File: src/sv/sre_pkg.sv
package sre_pkg;

	// Data memory geometry
	localparam int MEM_DEPTH = 128;
	localparam int MEM_AW = $clog2(MEM_DEPTH);

	// Decoupling queue between decode and execute
	localparam int QUEUE_DEPTH = 2;
	localparam int QUEUE_AW = $clog2(QUEUE_DEPTH);
	localparam int QUEUE_CW = $clog2(QUEUE_DEPTH + 1);

	// Command codes of an input beat
	localparam logic CMD_EXEC = 1'b0;
	localparam logic CMD_PRELOAD = 1'b1;

	typedef enum logic [3:0] {
		OP_ADD = 4'd0,
		OP_SUB = 4'd1,
		OP_SLT = 4'd2,
		OP_OR = 4'd3,
		OP_NAND = 4'd4,
		OP_ADDI = 4'd5,
		OP_SLTI = 4'd6,
		OP_ORI = 4'd7,
		OP_LUI = 4'd8,
		OP_LW = 4'd9,
		OP_SW = 4'd10,
		OP_BEQ = 4'd11,
		OP_JALR = 4'd12,
		OP_J = 4'd13,
		OP_HALT = 4'd14
	} opcode_t;

	// Decoded beat handed from the front end to the execute side
	typedef struct packed {
		logic preload;
		opcode_t op;
		logic [3:0] rs;
		logic [3:0] rt;
		logic [3:0] rd;
		logic [15:0] imm;
		logic [6:0] load_addr;
		logic [31:0] load_data;
		logic [15:0] mark;
	} sre_uop_t;

	// Result held in the output stage
	typedef struct packed {
		logic [15:0] next_pc;
		logic halted;
		logic reg_write;
		logic [3:0] reg_index;
		logic [31:0] reg_value;
		logic is_load;
		logic load_ok;
		logic mem_fault;
		logic [15:0] used_regs;
	} sre_res_t;

endpackage

File: src/sv/sre_in_if.sv
interface sre_in_if;
	logic valid;
	logic ready;
	logic cmd;
	logic [31:0] instr_word;
	logic [6:0] load_addr;
	logic signed [31:0] load_data;

	modport source(output valid, output cmd, output instr_word, output load_addr,
		output load_data, input ready);
	modport sink(input valid, input cmd, input instr_word, input load_addr,
		input load_data, output ready);
endinterface

File: src/sv/sre_front.sv
module sre_front (
	sre_in_if.sink in_ch,
	input logic q_full,
	output logic push,
	output sre_pkg::sre_uop_t push_uop
);
	import sre_pkg::*;

	logic [3:0] rs;
	logic [3:0] rt;
	logic [3:0] rd;
	opcode_t op;

	// Accept a beat whenever the queue has room
	assign in_ch.ready = !q_full;
	assign push = in_ch.valid && !q_full;

	assign op = opcode_t'(in_ch.instr_word[27:24]);
	assign rs = in_ch.instr_word[23:20];
	assign rt = in_ch.instr_word[19:16];
	assign rd = in_ch.instr_word[15:12];

	// Split the instruction word and work out which registers it touches
	always_comb begin
		push_uop.preload = (in_ch.cmd == CMD_PRELOAD);
		push_uop.op = op;
		push_uop.rs = rs;
		push_uop.rt = rt;
		push_uop.rd = rd;
		push_uop.imm = in_ch.instr_word[15:0];
		push_uop.load_addr = in_ch.load_addr;
		push_uop.load_data = in_ch.load_data;
		unique case (op)
			OP_ADD, OP_SUB, OP_SLT, OP_OR, OP_NAND: begin
				push_uop.mark = (16'd1 << rd) | (16'd1 << rs) | (16'd1 << rt);
			end
			OP_LUI: begin
				push_uop.mark = 16'd1 << rt;
			end
			OP_ADDI, OP_SLTI, OP_ORI, OP_LW, OP_SW, OP_BEQ, OP_JALR: begin
				push_uop.mark = (16'd1 << rs) | (16'd1 << rt);
			end
			default: begin
				push_uop.mark = 16'd0;
			end
		endcase
	end

endmodule

File: src/flat_wrapper.sv
// flat-port wrapper written by rule: the top's interface ports become plain ports
module sre_front_flat import sre_pkg::*;
  (q_full, push, push_uop, in_ch_valid, in_ch_cmd, in_ch_instr_word, in_ch_load_addr, in_ch_load_data, in_ch_ready);
  sre_in_if in_ch_i ();
  input logic q_full;
  output logic push;
  output sre_pkg::sre_uop_t push_uop;
  input wire logic [$bits(in_ch_i.valid)-1:0] in_ch_valid;
  input wire logic [$bits(in_ch_i.cmd)-1:0] in_ch_cmd;
  input wire logic [$bits(in_ch_i.instr_word)-1:0] in_ch_instr_word;
  input wire logic [$bits(in_ch_i.load_addr)-1:0] in_ch_load_addr;
  input wire logic [$bits(in_ch_i.load_data)-1:0] in_ch_load_data;
  output wire logic [$bits(in_ch_i.ready)-1:0] in_ch_ready;
  assign in_ch_i.valid = in_ch_valid;
  assign in_ch_i.cmd = in_ch_cmd;
  assign in_ch_i.instr_word = in_ch_instr_word;
  assign in_ch_i.load_addr = in_ch_load_addr;
  assign in_ch_i.load_data = in_ch_load_data;
  assign in_ch_ready = in_ch_i.ready;
  sre_front u_core (.in_ch(in_ch_i), .q_full(q_full), .push(push), .push_uop(push_uop));
endmodule
File: config.mk
export PLATFORM = sky130hd
export DESIGN_NAME = sre_front_flat
export DESIGN_NICKNAME = d
export VERILOG_FILES = /design/src/sv/sre_pkg.sv /design/src/sv/sre_in_if.sv /design/src/sv/sre_front.sv /design/src/flat_wrapper.sv
export SDC_FILE = /design/constraint.sdc
export NUM_CORES = 1
export LEC_CHECK = 0
export ABC_AREA = 1
export ABC_CLOCK_PERIOD_IN_PS = 800
export CAP_MARGIN = 40
export CORE_AREA = 2 2 63 65
export DETAILED_ROUTE_END_ITERATION = 12
export DIE_AREA = 0 0 65 67
export DONT_BUFFER_PORTS = 1
export PLACE_DENSITY = 0.54
export SYNTH_ARGS = -nofsm -noshare
export SYNTH_HDL_FRONTEND = slang
export SYNTH_SLANG_ARGS = --single-unit
File: constraint.sdc
create_clock -name vclk -period 0.8
set_input_delay 0.08 -clock vclk [all_inputs]
set_output_delay 0.08 -clock vclk [all_outputs]
set_load 0.05 [all_outputs]
== Word level (Yosys, flattened, before mapping) ==
Cells that the tools add are included.

* Register bits after elaboration: 0
* Bits in latches: 0
* Bits in writable memories: 0
* Memory bits (read-only): 0
* Logic and storage cells: 24
* Memories: 0

* Add/subtract/negate cells: 0
* Multipliers: 0
* Divide/modulo/power cells: 0
* Order comparisons: 0
* Eq/ne operators: 12
* Shifts and indexed selects: 3
* Mux-type cells: 1
* Bitwise logic cells: 3
* Reduce and logical (&&, ||, !) cells: 5

{| class="wikitable"
|+ Operators by type and width
! kind !! number
|-
| $or 16x16->16 || 3
|-
| $pmux 16 s3 || 1
|-
| $shl 1x4->16 const A || 3
|-
| $eq 4x4->1 const B || 5
|-
| $eq 4x3->1 const B || 4
|-
| $eq 4x2->1 const B || 2
|-
| $reduce_or 7->1 || 1
|-
| $reduce_or 5->1 || 1
|-
| $eq 4x1->1 const B || 1
|-
| $logic_not 4->1 || 1
|-
| $logic_and 1x1->1 || 1
|-
| $logic_not 1->1 || 1
|}

== Logic depth before layout (Yosys ltp) ==
* Depth in word-level cells: 4
* Mapped depth: 8
* Mapped depth without buffers: 8

== Least setup slack after synthesis ==
OpenSTA, ideal clock, no wires.

* Path type: in2out
* From: in in_ch_instr_word[20]
* To: out push_uop[8] (netlist bit)
* Data arrival time: 1.075 ns
* Data required time: 0.720 ns
* Slack: -0.355 ns
* Stages: 8
* Buffers on the path: 1
* Cell sequence: buf_4 nor2_1 nand3_1 o21ai_0 inv_1 nand2_1 nand3_1 nand2_1

{| class="wikitable"
|+ RTL lines
! element !! line !! source
|-
| from (decl) || flat_wrapper.sv:10 || <nowiki>input wire logic [$bits(in_ch_i.instr_word)-1:0] in_ch_instr_word;</nowiki>
|-
| to (decl) || flat_wrapper.sv:7 || <nowiki>output sre_pkg::sre_uop_t push_uop;</nowiki>
|}

==> impl_metrics.py <==
metrics = {
    "timing": {
        "hold_ws_ns": 0.160,
        "slew_headroom_pct": 72.0,
        "setup_tns_ns": -3.11,
        "worst_slack_ns": -0.217,
        "period_needed_ns": 1.02,
        "rsz0062_at_grt": "true",
        "setup_viol": 16,
        "final_hold_viol_count": 0,
        "fmax_mhz": 983,
        "worst_slew_pin_slew_ns": 0.419,
        "slew_viol_final": 0,
        "fin_crit_sh_pct": 127,
    },
    "yosys": {
        "yosysWarnings": 0,
        "avgSynthCellArea_sq_um": 5.59,
        "yosysTopAreaCell": "buf_4",
        "netlist_area_sq_um": 1430,
        "syn-num-nets": 329,
        "synth_cell_types": 19,
        "ys_seq_area_share_pct": 0,
        "synth_top_area_share_pct": 38.5,
        "synthMostInstantiatedCell": "buf_4",
        "ys_top_cells_by_count": "buf_4, nand2_1, nand3_1, inv_1, nand4_1",
        "syn_inst": 255,
        "ys_top_cells_by_area": "buf_4, nand2_1, nand4_1, nand3_1, inv_1",
    },
    "cells_and_area": {
        "n_antenna_cell": 0,
        "fillers": 384,
        "syn2layout_area_growth_pct": -0.878,
        "multi_input_area_sq_um": 1070,
        "final_nets": 262,
        "nFlopsAndLatches": 0,
        "layout-drive-gt1-share_pct": 42.5,
        "final_util_pct": 39.2,
        "seq_area_sq_um": 0,
        "clkbuf_count": 0,
    },
    "global_route": {
        "overflow": 0,
        "grt_max_degree": 17,
        "antenna_found_initial": 0,
        "grt_pass1_wl_microns": 5300,
        "grt_pass1_vias": 1148,
        "grtUsageTotal_pct": 14.6,
    },
    "placement": {
        "dpl.hpwl_microns": 2610,
        "dp_slack_ns": -0.263,
        "routabilityCongestion": 0.864,
        "port_buffers": 0,
    },
    "setup_path": {
        "crit_type": "in -> out",
        "critPathLaunchType": "primary input",
        "worstPathArrival_ns": 0.94,
        "worstPathRequired_ns": 0.72,
        "cp.buffers_inverters": 1,
        "crit_chain": "o21ai_4 -> nand2_4 -> nand3_4 -> buf_12 -> nand2_1 -> nand2_2 -> nand2_2 -> nand2_4",
        "slowest_delay_ns": 0.16,
        "critPathCaptureType": "output port",
        "crit_family": "simple AND/OR/NAND/NOR gates",
        "cp_max_fo": 8,
        "slowest_stage": "nand2_4",
    },
    "route": {
        "drc": 0,
        "drt_iter0_markers": 21,
        "vias_per_cell": 5.28,
        "wl_per_cell_microns": 14.1,
        "postRouteAntennaNets": 0,
        "drt_wl_total_microns": 3310,
        "firstDrtPassIters": 4,
        "via_count": 1235,
    },
    "clocking": {
        "hold_buffers": 0,
    },
    "status": {
        "status": "finished, violations left",
        "violations": "negative setup slack",
    },
    "floorplanning": {
        "dieWidth_microns": 65,
        "rows": 22,
        "ios": 164,
        "coreArea_sq_um": 3610,
        "die_h_microns": 67,
        "initial_core_util_pct": 39.5,
        "dieArea_sq_um": 4360,
    },
    "power": {
        "p_leak_nw": 0.615,
        "ir_drop_mv": 0.212,
        "powerDensity_nw_per_um2": 796,
        "power_mw": 1.12,
    },
    "job": {
        "cap_violations": 0,
    },
    "min_path": {
        "hp-class": "in -> out",
    },
}
power by group:
group          switching, mW  internal (mW)
clock                      0              0
combinational          0.765          0.360
sequential                 0              0
total                  0.765          0.360
per-stage QoR:
step / cells / area (sq um)
detailed placement: 230 / 1240
finish: 234 / 1410
global route: 234 / 1410
global placement: 230 / 1240
floorplan: 255 / 1710
CTS: 230 / 1270
layout make-up:
type / instances / share of cell area [%]
Tap cell: 48 / 4.25
Inverter: 28 / 8.68
Timing Repair Buffer: 15 / 11.2
Multi-Input combinational cell: 143 / 75.8
repair_timing:
item / CTS / global route
buffers inserted: 0 / 3
pin swaps: 4 / 18
resized for setup: 6 / 25
gates cloned: 0 / 1
setup endpoints to repair: 16 / 16
metal layers:
layer  vias to the layer above  GRT usage [%]  wire length (microns)
met4                         0           2.39                     24
met5                         -              0                      0
met1                       543           18.2                   1360
li1                        622              -                      -
met2                        63           25.5                   1600
met3                         7           3.72                    327
cells in the final DEF, fill, tap and decap left out:
cell        instances
nor2_1              8
o21ai_1             1
or2_4               1
inv_2               3
o21ai_0             5
clkinvlp_4          2
nand3_2             6
buf_4              11
nor2_2              1
nand2_8             7
nor3_1              7
inv_8               1
o21ai_4             1
clkbuf_16           1
inv_1              21
nand3_1            20
buf_6               1
buf_12              2
nand3b_1            1
nand4_1            25
inv_4               1
nand2_1            19
nand2_2            18
nor2_4              1
nand3_4             6
nand2_4            16
logic make-up (layout without fill, tap and decap cells):
| group | after synthesis | count (layout) | share of synthesized area, % |
|---|---|---|---|
| and+or+nand+nor | 136 | 136 | 46.0 |
| buffers and inverters | 112 | 43 | 51.5 |
| AOI/OAI and AO/OA | 7 | 7 | 2.46 |
path summary, 6_finish.rpt:
path / slack, ns / start / cells past startpoint / end
min: 0.16 / in_ch_load_data[3] / 0 / push_uop[19]
max: -0.22 / in_ch_instr_word[25] / 8 / push_uop[2]
Note: power is estimated with default switching activity, not from simulation.
