`config.mk`:
```
export PLATFORM = sky130hd
export DESIGN_NAME = sre_queue
export DESIGN_NICKNAME = d
export VERILOG_FILES = /design/src/sv/sre_pkg.sv /design/src/sv/sre_queue.sv
export SDC_FILE = /design/constraint.sdc
export NUM_CORES = 1
export LEC_CHECK = 0
export ABC_AREA = 1
export BUFFER_PORTS_ARGS = -buffer_cell sky130_fd_sc_hd__buf_2
export CORE_MARGIN = 2
export CORE_UTILIZATION = 24
export DETAILED_ROUTE_END_ITERATION = 10
export PLACE_DENSITY = 0.54
export REMOVE_ABC_BUFFERS = 1
export SYNTH_ARGS = -nofsm -noshare
export SYNTH_HDL_FRONTEND = slang
export SYNTH_SLANG_ARGS = --single-unit
```
`constraint.sdc`:
```
create_clock -name clk -period 5.31 [get_ports clk]
set_input_delay 0.2655 -clock clk [delete_from_list [all_inputs] [get_ports clk]]
set_output_delay 0.2655 -clock clk [all_outputs]
set_load 0.02 [all_outputs]
```
`src/sv/sre_pkg.sv`:
```
package sre_pkg;

	// Data memory geometry
	localparam int MEM_DEPTH = 128;
	localparam int MEM_AW = $clog2(MEM_DEPTH);

	// Decoupling queue between decode and execute
	localparam int QUEUE_DEPTH = 2;
	localparam int QUEUE_AW = $clog2(QUEUE_DEPTH);
	localparam int QUEUE_CW = $clog2(QUEUE_DEPTH + 1);

	// Command codes of an input beat
	localparam logic CMD_EXEC = 1'b0;
	localparam logic CMD_PRELOAD = 1'b1;

	typedef enum logic [3:0] {
		OP_ADD = 4'd0,
		OP_SUB = 4'd1,
		OP_SLT = 4'd2,
		OP_OR = 4'd3,
		OP_NAND = 4'd4,
		OP_ADDI = 4'd5,
		OP_SLTI = 4'd6,
		OP_ORI = 4'd7,
		OP_LUI = 4'd8,
		OP_LW = 4'd9,
		OP_SW = 4'd10,
		OP_BEQ = 4'd11,
		OP_JALR = 4'd12,
		OP_J = 4'd13,
		OP_HALT = 4'd14
	} opcode_t;

	// Decoded beat handed from the front end to the execute side
	typedef struct packed {
		logic preload;
		opcode_t op;
		logic [3:0] rs;
		logic [3:0] rt;
		logic [3:0] rd;
		logic [15:0] imm;
		logic [6:0] load_addr;
		logic [31:0] load_data;
		logic [15:0] mark;
	} sre_uop_t;

	// Result held in the output stage
	typedef struct packed {
		logic [15:0] next_pc;
		logic halted;
		logic reg_write;
		logic [3:0] reg_index;
		logic [31:0] reg_value;
		logic is_load;
		logic load_ok;
		logic mem_fault;
		logic [15:0] used_regs;
	} sre_res_t;

endpackage

```
`src/sv/sre_queue.sv`:
```
module sre_queue (
	input logic clk,
	input logic arst_n,
	input logic push,
	input sre_pkg::sre_uop_t push_uop,
	output logic full,
	input logic pop,
	output logic head_valid,
	output sre_pkg::sre_uop_t head_uop
);
	import sre_pkg::*;

	sre_uop_t ent_q [QUEUE_DEPTH];
	logic [QUEUE_AW-1:0] wr_ptr_q;
	logic [QUEUE_AW-1:0] rd_ptr_q;
	logic [QUEUE_CW-1:0] cnt_q;

	assign full = (cnt_q == QUEUE_CW'(QUEUE_DEPTH));
	assign head_valid = (cnt_q != '0);
	assign head_uop = ent_q[rd_ptr_q];

	// Advance pointers and occupancy
	always_ff @(posedge clk or negedge arst_n) begin
		if (!arst_n) begin
			wr_ptr_q <= '0;
			rd_ptr_q <= '0;
			cnt_q <= '0;
		end else begin
			if (push) begin
				wr_ptr_q <= (wr_ptr_q == QUEUE_AW'(QUEUE_DEPTH - 1)) ? '0 : wr_ptr_q + 1'b1;
			end
			if (pop) begin
				rd_ptr_q <= (rd_ptr_q == QUEUE_AW'(QUEUE_DEPTH - 1)) ? '0 : rd_ptr_q + 1'b1;
			end
			if (push && !pop) begin
				cnt_q <= cnt_q + 1'b1;
			end else if (pop && !push) begin
				cnt_q <= cnt_q - 1'b1;
			end
		end
	end

	// Store the incoming beat
	always_ff @(posedge clk) begin
		if (push) begin
			ent_q[wr_ptr_q] <= push_uop;
		end
	end

endmodule

```
Word-level counts from Yosys, hierarchy flattened
Memory sizes are Yosys's and may differ from the RTL's.
Index checks and enable logic that the tools add are counted.

word-level totals
  output and inout port bits = 90
  word-level logic and storage cells = 21
  input port bits = 92
  memories = 1
  register bits after elaboration = 4
  RAM bits = 176

operators by class
  multiplexer cells = 6
  equality and inequality tests = 1
  $add $sub $neg = 4
  reduce and logical (&&, ||, !) cells = 6

memory list
  memory  words  width  read ports  clocked after Yosys merged registers in  wr ports  RTL line         text
  ent_q   2      88     1           0                                        1         sre_queue.sv:13  sre_uop_t ent_q [QUEUE_DEPTH];

operators by type and width
  operator                                          count
  2-to-1 mux 1 bit                                  4
  2-to-1 mux 2 bit                                  2
  nonzero test 2 bit                                2
  adder 1 bit, second input constant                2
  adder 2 x 1 -> 2 bit, second input constant       1
  equality test 2 bit, second input constant        1
  logical AND 1 bit                                 2
  zero test 1 bit                                   2
  subtractor 2 x 1 -> 2 bit, second input constant  1

Logic depth before layout (Yosys ltp)
Gate-level depths: netlist of the first run.

  depth after elaboration = 4
  depth in mapped cells = 7
  mapped depth without buffers = 7

Least setup slack after synthesis of the first run
No wires, ideal clock.

  path type = register to register
  from = reg wr_ptr_q
  to = mem ent_q[0][0] (netlist bit) (enable)
  cell stages (with the launch flop) = 2
  library setup time = 537 ps
  clock period less this slack = 4616 ps
  arrival time = 4078 ps
  slack = 694 ps
  cell sequence = dfrtp_1 nor2_1

RTL lines
  what                    RTL line         text
  from (decl)             sre_queue.sv:14  logic [QUEUE_AW-1:0] wr_ptr_q;
  from (signal assigned)  sre_queue.sv:30  wr_ptr_q <= (wr_ptr_q == QUEUE_AW'(QUEUE_DEPTH - 1)) ? '0 : wr_ptr_q + 1'b1;
  to (decl)               sre_queue.sv:13

Straight into the memory's write port.

==> flow_summary.ini, run 1 <==
[cts]
insertion_delay_ns = 0.42
post_cts_resized = 0
htree_levels = 4
clk_pin_slew_worst_paths_ns = 0.07
cts_sinks = 180
cts_buffers = 17
cts_buffer_depth = 2
cts_tree = yes
cts_root_buf = clkbuf_16

[synthesis]
ys_seq_area_frac = 0.8173
postSynthAreaPerCell_um2 = 22.04
synth_top_area_frac = 0.8021
yosysWarnings = 0
synth_compound_area_frac = 0
synthTopCellsByArea = edfxtp_1 (80%), mux2_2 (13%), mux2_4 (2.3%)
synthSimpleGateAreaFrac = 0.006267
ys_ff_latch = 180
synth_fa_ha_area_frac = 0.001899
yosys.area.top_type = edfxtp_1
synth_xor_area_frac = 0.003988
synthCells = 299
synth_mux_area_frac = 0.1561
ys_types = 14
syn_area_um2 = 6589
synth_top_family_by_area = multiplexers

[final_layout]
finalNonFillerCells = 848
final_cell_mix = buf_2 (181), edfxtp_1 (176), mux2_2 (78)
finalNetCount = 587
syn2layout_area_growth_pct = 28.79
diodes = 0
drive_above_1_share = 0.6016
final_common_cell = buf_2
stdcell_area_um2 = 8486
final_core_util = 0.3149

[timing]
tightest_slew_ns = 0.7328
fmax_mhz = 356.9
setup_violations = 0
layout_min_cycle_time_ns = 2.802
hold_viol = 0
max_slew_margin = 0.5115
finClkSkew_ns = 0.01305
slew_viol_final = 0
rsz0062_at_grt = no
tns_ns = 0
fin_crit_sh = 0.5277

[critical_path]
r2r_start = wr_ptr_q
required_ns = 5.04
crit_fanout = 48
endpoint = head_uop[45]
reg2reg_depth = 3
rrSetupSlack_ns = 3.18
startpoint = rd_ptr_q
crit_path_end_kind = primary output
start_kind = flop
arrival_ns = 2.54
crit_type = reg2out
r2r-end = ent_q[0][21]

[detailed_routing]
wl_mm = 13.31
ant_nets = 0
via_count = 3362
post_drt_wl_per_cell_um = 15.69
avgViaCountPerCell = 3.965
drt_iter0_drc = 178
dr.pass1.iters = 4
remaining_drc_errors = 0

[power]
leakage_nw = 3.174
power.density_nw_per_um2 = 548.8
vdd.ir_drop.worst_uv = 300.5

[global_routing]
grt_start_max_net_pins = 50
grt_pass1_vias = 3704
antenna_found_initial = 0
grt_usage = 0.09214
grt_pass1_wl_mm = 19.69
grt_overflow_total = 0

[placed_design]
gp_congestion = 0.6876
dp_hpwl_mm = 8.588
portBuffers = 181
placed_area_um2 = 7896
dpl.cell_count = 815

[flow_run]
maxCapViolCount = 0

[die]
die_x_um = 169.7
start_util = 0.2445
fp.dieH_um = 169.7
dieArea_um2 = 28790
rows = 60
io_pins = 182
coreArea_um2 = 26950

[min_path]
hold_class = in2reg

[outcome]
outcome = finished clean
flip-flops by register name, summed over array words and instances, names as in the netlist:
register / count
rd_ptr_q: 1
cnt_q: 2
wr_ptr_q: 1
ent_q: 176
report_power, final:
| part | switching (mW) | internal [mW] | total (mW) |
|---|---|---|---|
| logic | 0.834 | 0.563 | 1.40 |
| registers | 0.129 | 1.89 | 2.02 |
| clock network | 0.545 | 0.699 | 1.24 |
worst max-delay path, stage by stage, from the launching register on:
cell and delay [ns]:
dfrtp_4 0.83, buf_4 0.65, mux2_2 0.42, buf_2 0.17
cell usage after synthesis:
cell and count:
mux2_4 10, xnor2_1 1, dfrtp_1 4, nand4_1 1, mux2_2 78, buf_2 7, inv_1 7, nand2_1 6
nor2_1 2, edfxtp_1 176, ha_1 1, xor2_1 2, nand3_1 1, buf_6 3
cells by family (layout without fill, tap and decap cells):
| kind of cell | count (synthesis) | count (layout) |
|---|---|---|
| xor+xnor | 3 | 3 |
| buf+inv | 17 | 225 |
| fa+ha+maj | 1 | 1 |
| flops | 180 | 180 |
| simple gates | 10 | 10 |
| mux | 88 | 88 |
routing by layer:
metal	up-vias	track usage	part of all wire
met5	-	0	0
met1	1688	0.1043	0.41
met3	7	0.03242	0.063
met4	0	0.03456	0.011
met2	101	0.1601	0.52
li1	1566	-	-
through the flow:
| step | total power [mW] | setup WS [ns] | hold WS [ns] |
|---|---|---|---|
| 2_1_floorplan | 3.019 | 0.6942 | -0.03009 |
| 3_3_place_gp | 3.456 | 2.885 | 0.07303 |
| 3_5_place_dp | 3.487 | 2.869 | 0.07678 |
| 4_1_cts | 4.754 | 2.402 | 0.003157 |
| 5_1_grt | 4.903 | 2.318 | 0.0006708 |
| 6_report | 4.657 | 2.508 | 0.02972 |
cell type report:
cell class / count / area, µm²
Clock buffer: 18 / 429.2
Clock inverter: 14 / 150.1
Fill cell: 2637 / 18470
Inverter: 7 / 28.78
Multi-Input combinational cell: 102 / 1116
Sequential cell: 180 / 5389
Tap cell: 341 / 426.7
Timing Repair Buffer: 186 / 945.9
worst min path at each step:
stage,start,to,cells after the start
finish,push_uop[27],ent_q[0][27],1
global route,push_uop[11],ent_q[0][11],1
CTS,push_uop[11],ent_q[0][11],1
detailed placement,arst_n,cnt_q[1],1
global placement,arst_n,cnt_q[0],1
floorplan,arst_n,cnt_q[0],0
repair_timing:
action / CTS / global route
hold endpoints to repair: 4 / 0
hold buffers: 1 / 0
setup buffers: 0 / 0
Power figures use the tool's default switching activity.
==> inputs of run 2 (changes only) <==
- ABC_AREA: 1 -> 0
- PLACE_DENSITY: 0.54 -> 0.55
- clock period: 5.31 -> 2.4 ns (I/O delays scaled with it)
==> flow_summary.ini, run 2 <==
[outcome]
outcome = finished clean

[synthesis]
ys_types = 14
synthTopCellsByCount = edfxtp_1 (176), mux2_2 (78), mux2_4 (10)
synthTopCellsByArea = edfxtp_1 (80%), mux2_2 (13%), mux2_4 (2.3%)
syn_area_um2 = 6571
yosys.area.top_type = edfxtp_1
yosysWarnings = 0
synthCells = 290
postSynthAreaPerCell_um2 = 22.66
async_flop_share = 0.02222
ys_ff_latch = 180
yosysMostFrequentCell = edfxtp_1
ys.flop_type = edfxtp_1
synth_top_area_frac = 0.8043
ys_seq_area_frac = 0.8195
synth_edf_count = 176

[timing]
final.setup.worst_slack_ns = 0.3037
slew_viol_final = 0
tightest_slew_ns = 0.6704
fmax_mhz = 477.0
fin_crit_sh = 0.8735
max_slew_margin = 0.5531
layout_min_cycle_time_ns = 2.096
finClkSkew_ns = 0.01291
setup_violations = 0
rsz0062_at_grt = no
hold_viol = 0

[cts]
cts_buffers = 17
cts_sinks = 180
clk_pin_slew_worst_paths_ns = 0.07
cts_tree = yes
insertion_delay_ns = 0.42
cts_buffer_depth = 2
cts_root_buf = clkbuf_16
post_cts_resized = 0
htree_levels = 4

[critical_path]
arrival_ns = 1.98
crit_type = reg2out
required_ns = 2.28
crit_path_end_kind = primary output
crit_fanout = 48
r2r_start = wr_ptr_q
reg2reg_depth = 2
start_kind = flop
r2r-end = ent_q[0][37]
rrSetupSlack_ns = 0.88

[placed_design]
dp_hpwl_mm = 8.926
portBuffers = 181
dp_slack_ns = 0.7236
gp_congestion = 0.6699

[final_layout]
finalNetCount = 671
final_cell_mix = buf_2 (181), edfxtp_1 (176), dlygate4sd3_1 (91)
top_regs = ent_q (176), cnt_q (2)
drive_above_1_share = 0.5245
top_register = ent_q
largest_reg_flops = 176
syn2layout_area_growth_pct = 43.11
diodes = 0
final_common_cell = buf_2
final_core_util = 0.3489

[global_routing]
antenna_found_initial = 1
grt_pass1_vias = 4046
grt_overflow_total = 0
grt_pass1_wl_mm = 21.18
grt_start_max_net_pins = 50
grt_usage = 0.09763

[detailed_routing]
remaining_drc_errors = 0
wl_mm = 13.92
ant_nets = 0
avgViaCountPerCell = 3.909
via_count = 3643
post_drt_wl_per_cell_um = 14.93
drt_iter0_drc = 139
dr.pass1.iters = 4

[die]
die_x_um = 169.5
dieArea_um2 = 28720
fp.dieH_um = 169.5
coreArea_um2 = 26950
rows = 60
start_util = 0.2438
io_pins = 182

[power]
vdd.ir_drop.worst_uv = 679.0
power.density_nw_per_um2 = 1112
leakage_nw = 3.538

[min_path]
hold_class = in2async

[flow_run]
maxCapViolCount = 0
## run 2: critical path, stage by stage (launching register included)
cell	delay, ns
dfrtp_4	0.63
buf_12	0.33
mux2_2	0.39
buf_2	0.16
## run 2: cell type report
| cell class | instances | area, µm² |
|---|---|---|
| clock buffers | 20 | 446.7 |
| repair buffers | 279 | 1894 |
| clock inverters | 12 | 120.1 |
| fillers | 2535 | 17550 |
| multi-input cells | 99 | 1124 |
| flip-flops and latches | 180 | 5389 |
| inverters | 1 | 3.754 |
| well taps | 341 | 426.7 |
## run 2: per-stage QoR
step	TNS (ns)	hold slack [ns]	cells	area [µm²]	total power, mW
5_1_grt	0	0.01014	932	9404	11.00
4_1_cts	0	0.005597	932	9404	10.65
3_3_place_gp	0	-0.06710	809	7926	7.720
2_1_floorplan	-296.88	-0.1756	280	6502	6.683
3_5_place_dp	0	-0.06071	809	7926	7.788
6_report	0	0.02910	932	9404	10.46
## run 2: cells by family after synthesis
kind of cell  Yosys count  share of synthesized area
xor+xnor                5                   0.006664
fa+ha+maj               1                   0.001904
mux                    88                     0.1565
flops                 180                     0.8195
buf+inv                11                    0.01104
simple gates            5                   0.004380
## run 2: report_power, final
part	leakage, nW	switching (mW)	internal [mW]
registers	1.70	0.217	4.17
clock network	0.266	1.22	1.48
logic	1.58	1.96	1.41
## run 2: how the worst max path moves through the flow
stage             start      endpoint  slack [ns]  depth (start not counted)
2_1_floorplan  wr_ptr_q   ent_q[0][0]       -2.45                          1
3_3_place_gp   rd_ptr_q  head_uop[28]        0.74                          3
3_5_place_dp   rd_ptr_q  head_uop[68]        0.72                          3
4_1_cts        rd_ptr_q  head_uop[68]        0.26                          3
5_1_grt        rd_ptr_q   head_uop[7]        0.20                          3
6_report       rd_ptr_q  head_uop[44]        0.30                          3
## run 2: what timing repair did
| action | in CTS | in global routing |
|---|---|---|
| buffers inserted | 0 | 0 |
| endpoints found under the setup margin | 0 | 0 |
| endpoints found under the hold margin | 182 | 0 |
| hold buffers | 91 | 0 |
## run 2: layer usage
| layer | routed length (µm) | up-vias | track usage |
|---|---|---|---|
| met3 | 714 | 7 | 0.03265 |
| met4 | 127 | 0 | 0.02787 |
| met5 | 0 | - | 0 |
| met1 | 6150 | 1805 | 0.1164 |
| li1 | - | 1719 | - |
| met2 | 6922 | 112 | 0.1682 |
==> inputs of run 3 (changes only) <==
- CORE_UTILIZATION: 24 -> 38
- CTS_CLUSTER_SIZE: not set -> 8
- PLACE_DENSITY: 0.55 -> 0.74
==> flow_summary.ini, run 3 (same netlist as run 2, synthesis figures left out) <==
[timing]
hold_viol = 0
fmax_mhz = 498.9
finClkSkew_ns = 0.005635
slew_viol_final = 0
rsz0062_at_grt = no
layout_min_cycle_time_ns = 2.004
final.setup.worst_slack_ns = 0.3956
tns_ns = 0
setup_violations = 0
fin_crit_sh = 0.8352
tightest_slew_ns = 0.6369
max_slew_margin = 0.5754

[die]
coreArea_um2 = 17120
rows = 48
start_util = 0.3839
die_x_um = 135.5
fp.dieH_um = 135.5
io_pins = 182
dieArea_um2 = 18360

[final_layout]
diodes = 0
syn2layout_area_growth_pct = 40.40
fill_cells = 1328
largest_reg_flops = 176
final_cell_mix = buf_2 (181), edfxtp_1 (176), dlygate4sd3_1 (91)
drive_above_1_share = 0.5153
finalNetCount = 670
top_regs = ent_q (176), cnt_q (2)
top_register = ent_q
final_core_util = 0.5390
final_common_cell = buf_2

[flow_run]
maxCapViolCount = 0

[detailed_routing]
ant_nets = 0
remaining_drc_errors = 0
avgViaCountPerCell = 4.493
drt_iter0_drc = 155
post_drt_wl_per_cell_um = 15.80
wl_mm = 12.88
via_count = 3662
dr.pass1.iters = 6

[critical_path]
rrSetupSlack_ns = 0.85
required_ns = 2.28
crit_path_end_kind = primary output
r2r-end = ent_q[1][9]
arrival_ns = 1.88
cpMaxStageDelayCell = dfrtp_4
r2r_start = wr_ptr_q
start_kind = flop
startpoint = rd_ptr_q
worstPathCellList = buf_12, mux2_2, buf_2
crit_fanout = 39
cp_slowest_stage_delay_ns = 0.62
crit_type = reg2out
reg2reg_depth = 2

[cts]
cts_sinks = 180
cts_buffers = 17
cts_tree = yes
insertion_delay_ns = 0.42
postCtsSetupRepairBufs = 0
htree_levels = 4
cts_hold_buf = 91
post_cts_resized = 0
cts_root_buf = clkbuf_16
cts_buffer_depth = 2
clk_pin_slew_worst_paths_ns = 0.06

[global_routing]
grt_pass1_wl_mm = 19.70
antenna_found_initial = 0
grt_start_max_net_pins = 47
grt_usage = 0.1427
grt_overflow_total = 0
grt_pass1_vias = 3998

[power]
power.density_nw_per_um2 = 1109
vdd.ir_drop.worst_uv = 530.0
power_mw = 10.23
leakage_nw = 3.526

[placed_design]
dp_slack_ns = 0.8079
gp_congestion = 0.7008
portBuffers = 181
dp_hpwl_mm = 7.617

[outcome]
outcome = finished clean

[min_path]
hold_class = in2async
-- run 3: how the worst max path moves through the flow --
| stage | endpoint | slack, ns |
|---|---|---|
| 5_1_grt | head_uop[3] | 0.32 |
| 3_5_place_dp | ent_q[1][11] | 0.81 |
| 4_1_cts | head_uop[68] | 0.36 |
| 2_1_floorplan | ent_q[0][0] | -2.45 |
| 3_3_place_gp | ent_q[1][38] | 0.84 |
| 6_report | head_uop[68] | 0.40 |
-- run 3: metal layers --
layer,track usage,vias to the layer above,share of wire
met5,0,-,0
met2,0.2510,133,0.52
met1,0.1650,1791,0.40
met3,0.04863,15,0.063
li1,-,1723,-
met4,0.04456,0,0.015
-- run 3: power by group --
part | leakage, nW | switching, mW | internal (mW)
clock | 0.253 | 1.08 | 1.42
combinational | 1.58 | 1.91 | 1.42
sequential | 1.70 | 0.218 | 4.18
total | 3.53 | 3.21 | 7.02
-- run 3: layout make-up --
class,count,area (µm²),share of cell area
multi-input cells,99,1124,0.1218
clock inverters,10,85.08,0.009222
inverters,1,3.754,0.0004068
repair buffers,278,1899,0.2059
clock buffers,22,444.2,0.04814
flip-flops and latches,180,5389,0.5841
well taps,225,281.5,0.03051
-- run 3: critical path, delay by kind of cell, from the launching register on --
family | cells | cell delay [ns]
buf+inv | 2 | 0.44
mux | 1 | 0.38
flops | 1 | 0.62
-- run 3: stage by stage --
| step | hold WS (ns) | cells | cell area, µm² |
|---|---|---|---|
| detailed placement | -0.06949 | 692 | 7786 |
| finish | 0.04714 | 815 | 9226 |
| CTS | 0.009417 | 815 | 9226 |
| floorplan | -0.1756 | 280 | 6502 |
| global route | 0.03429 | 815 | 9226 |
| global placement | -0.06804 | 692 | 7786 |
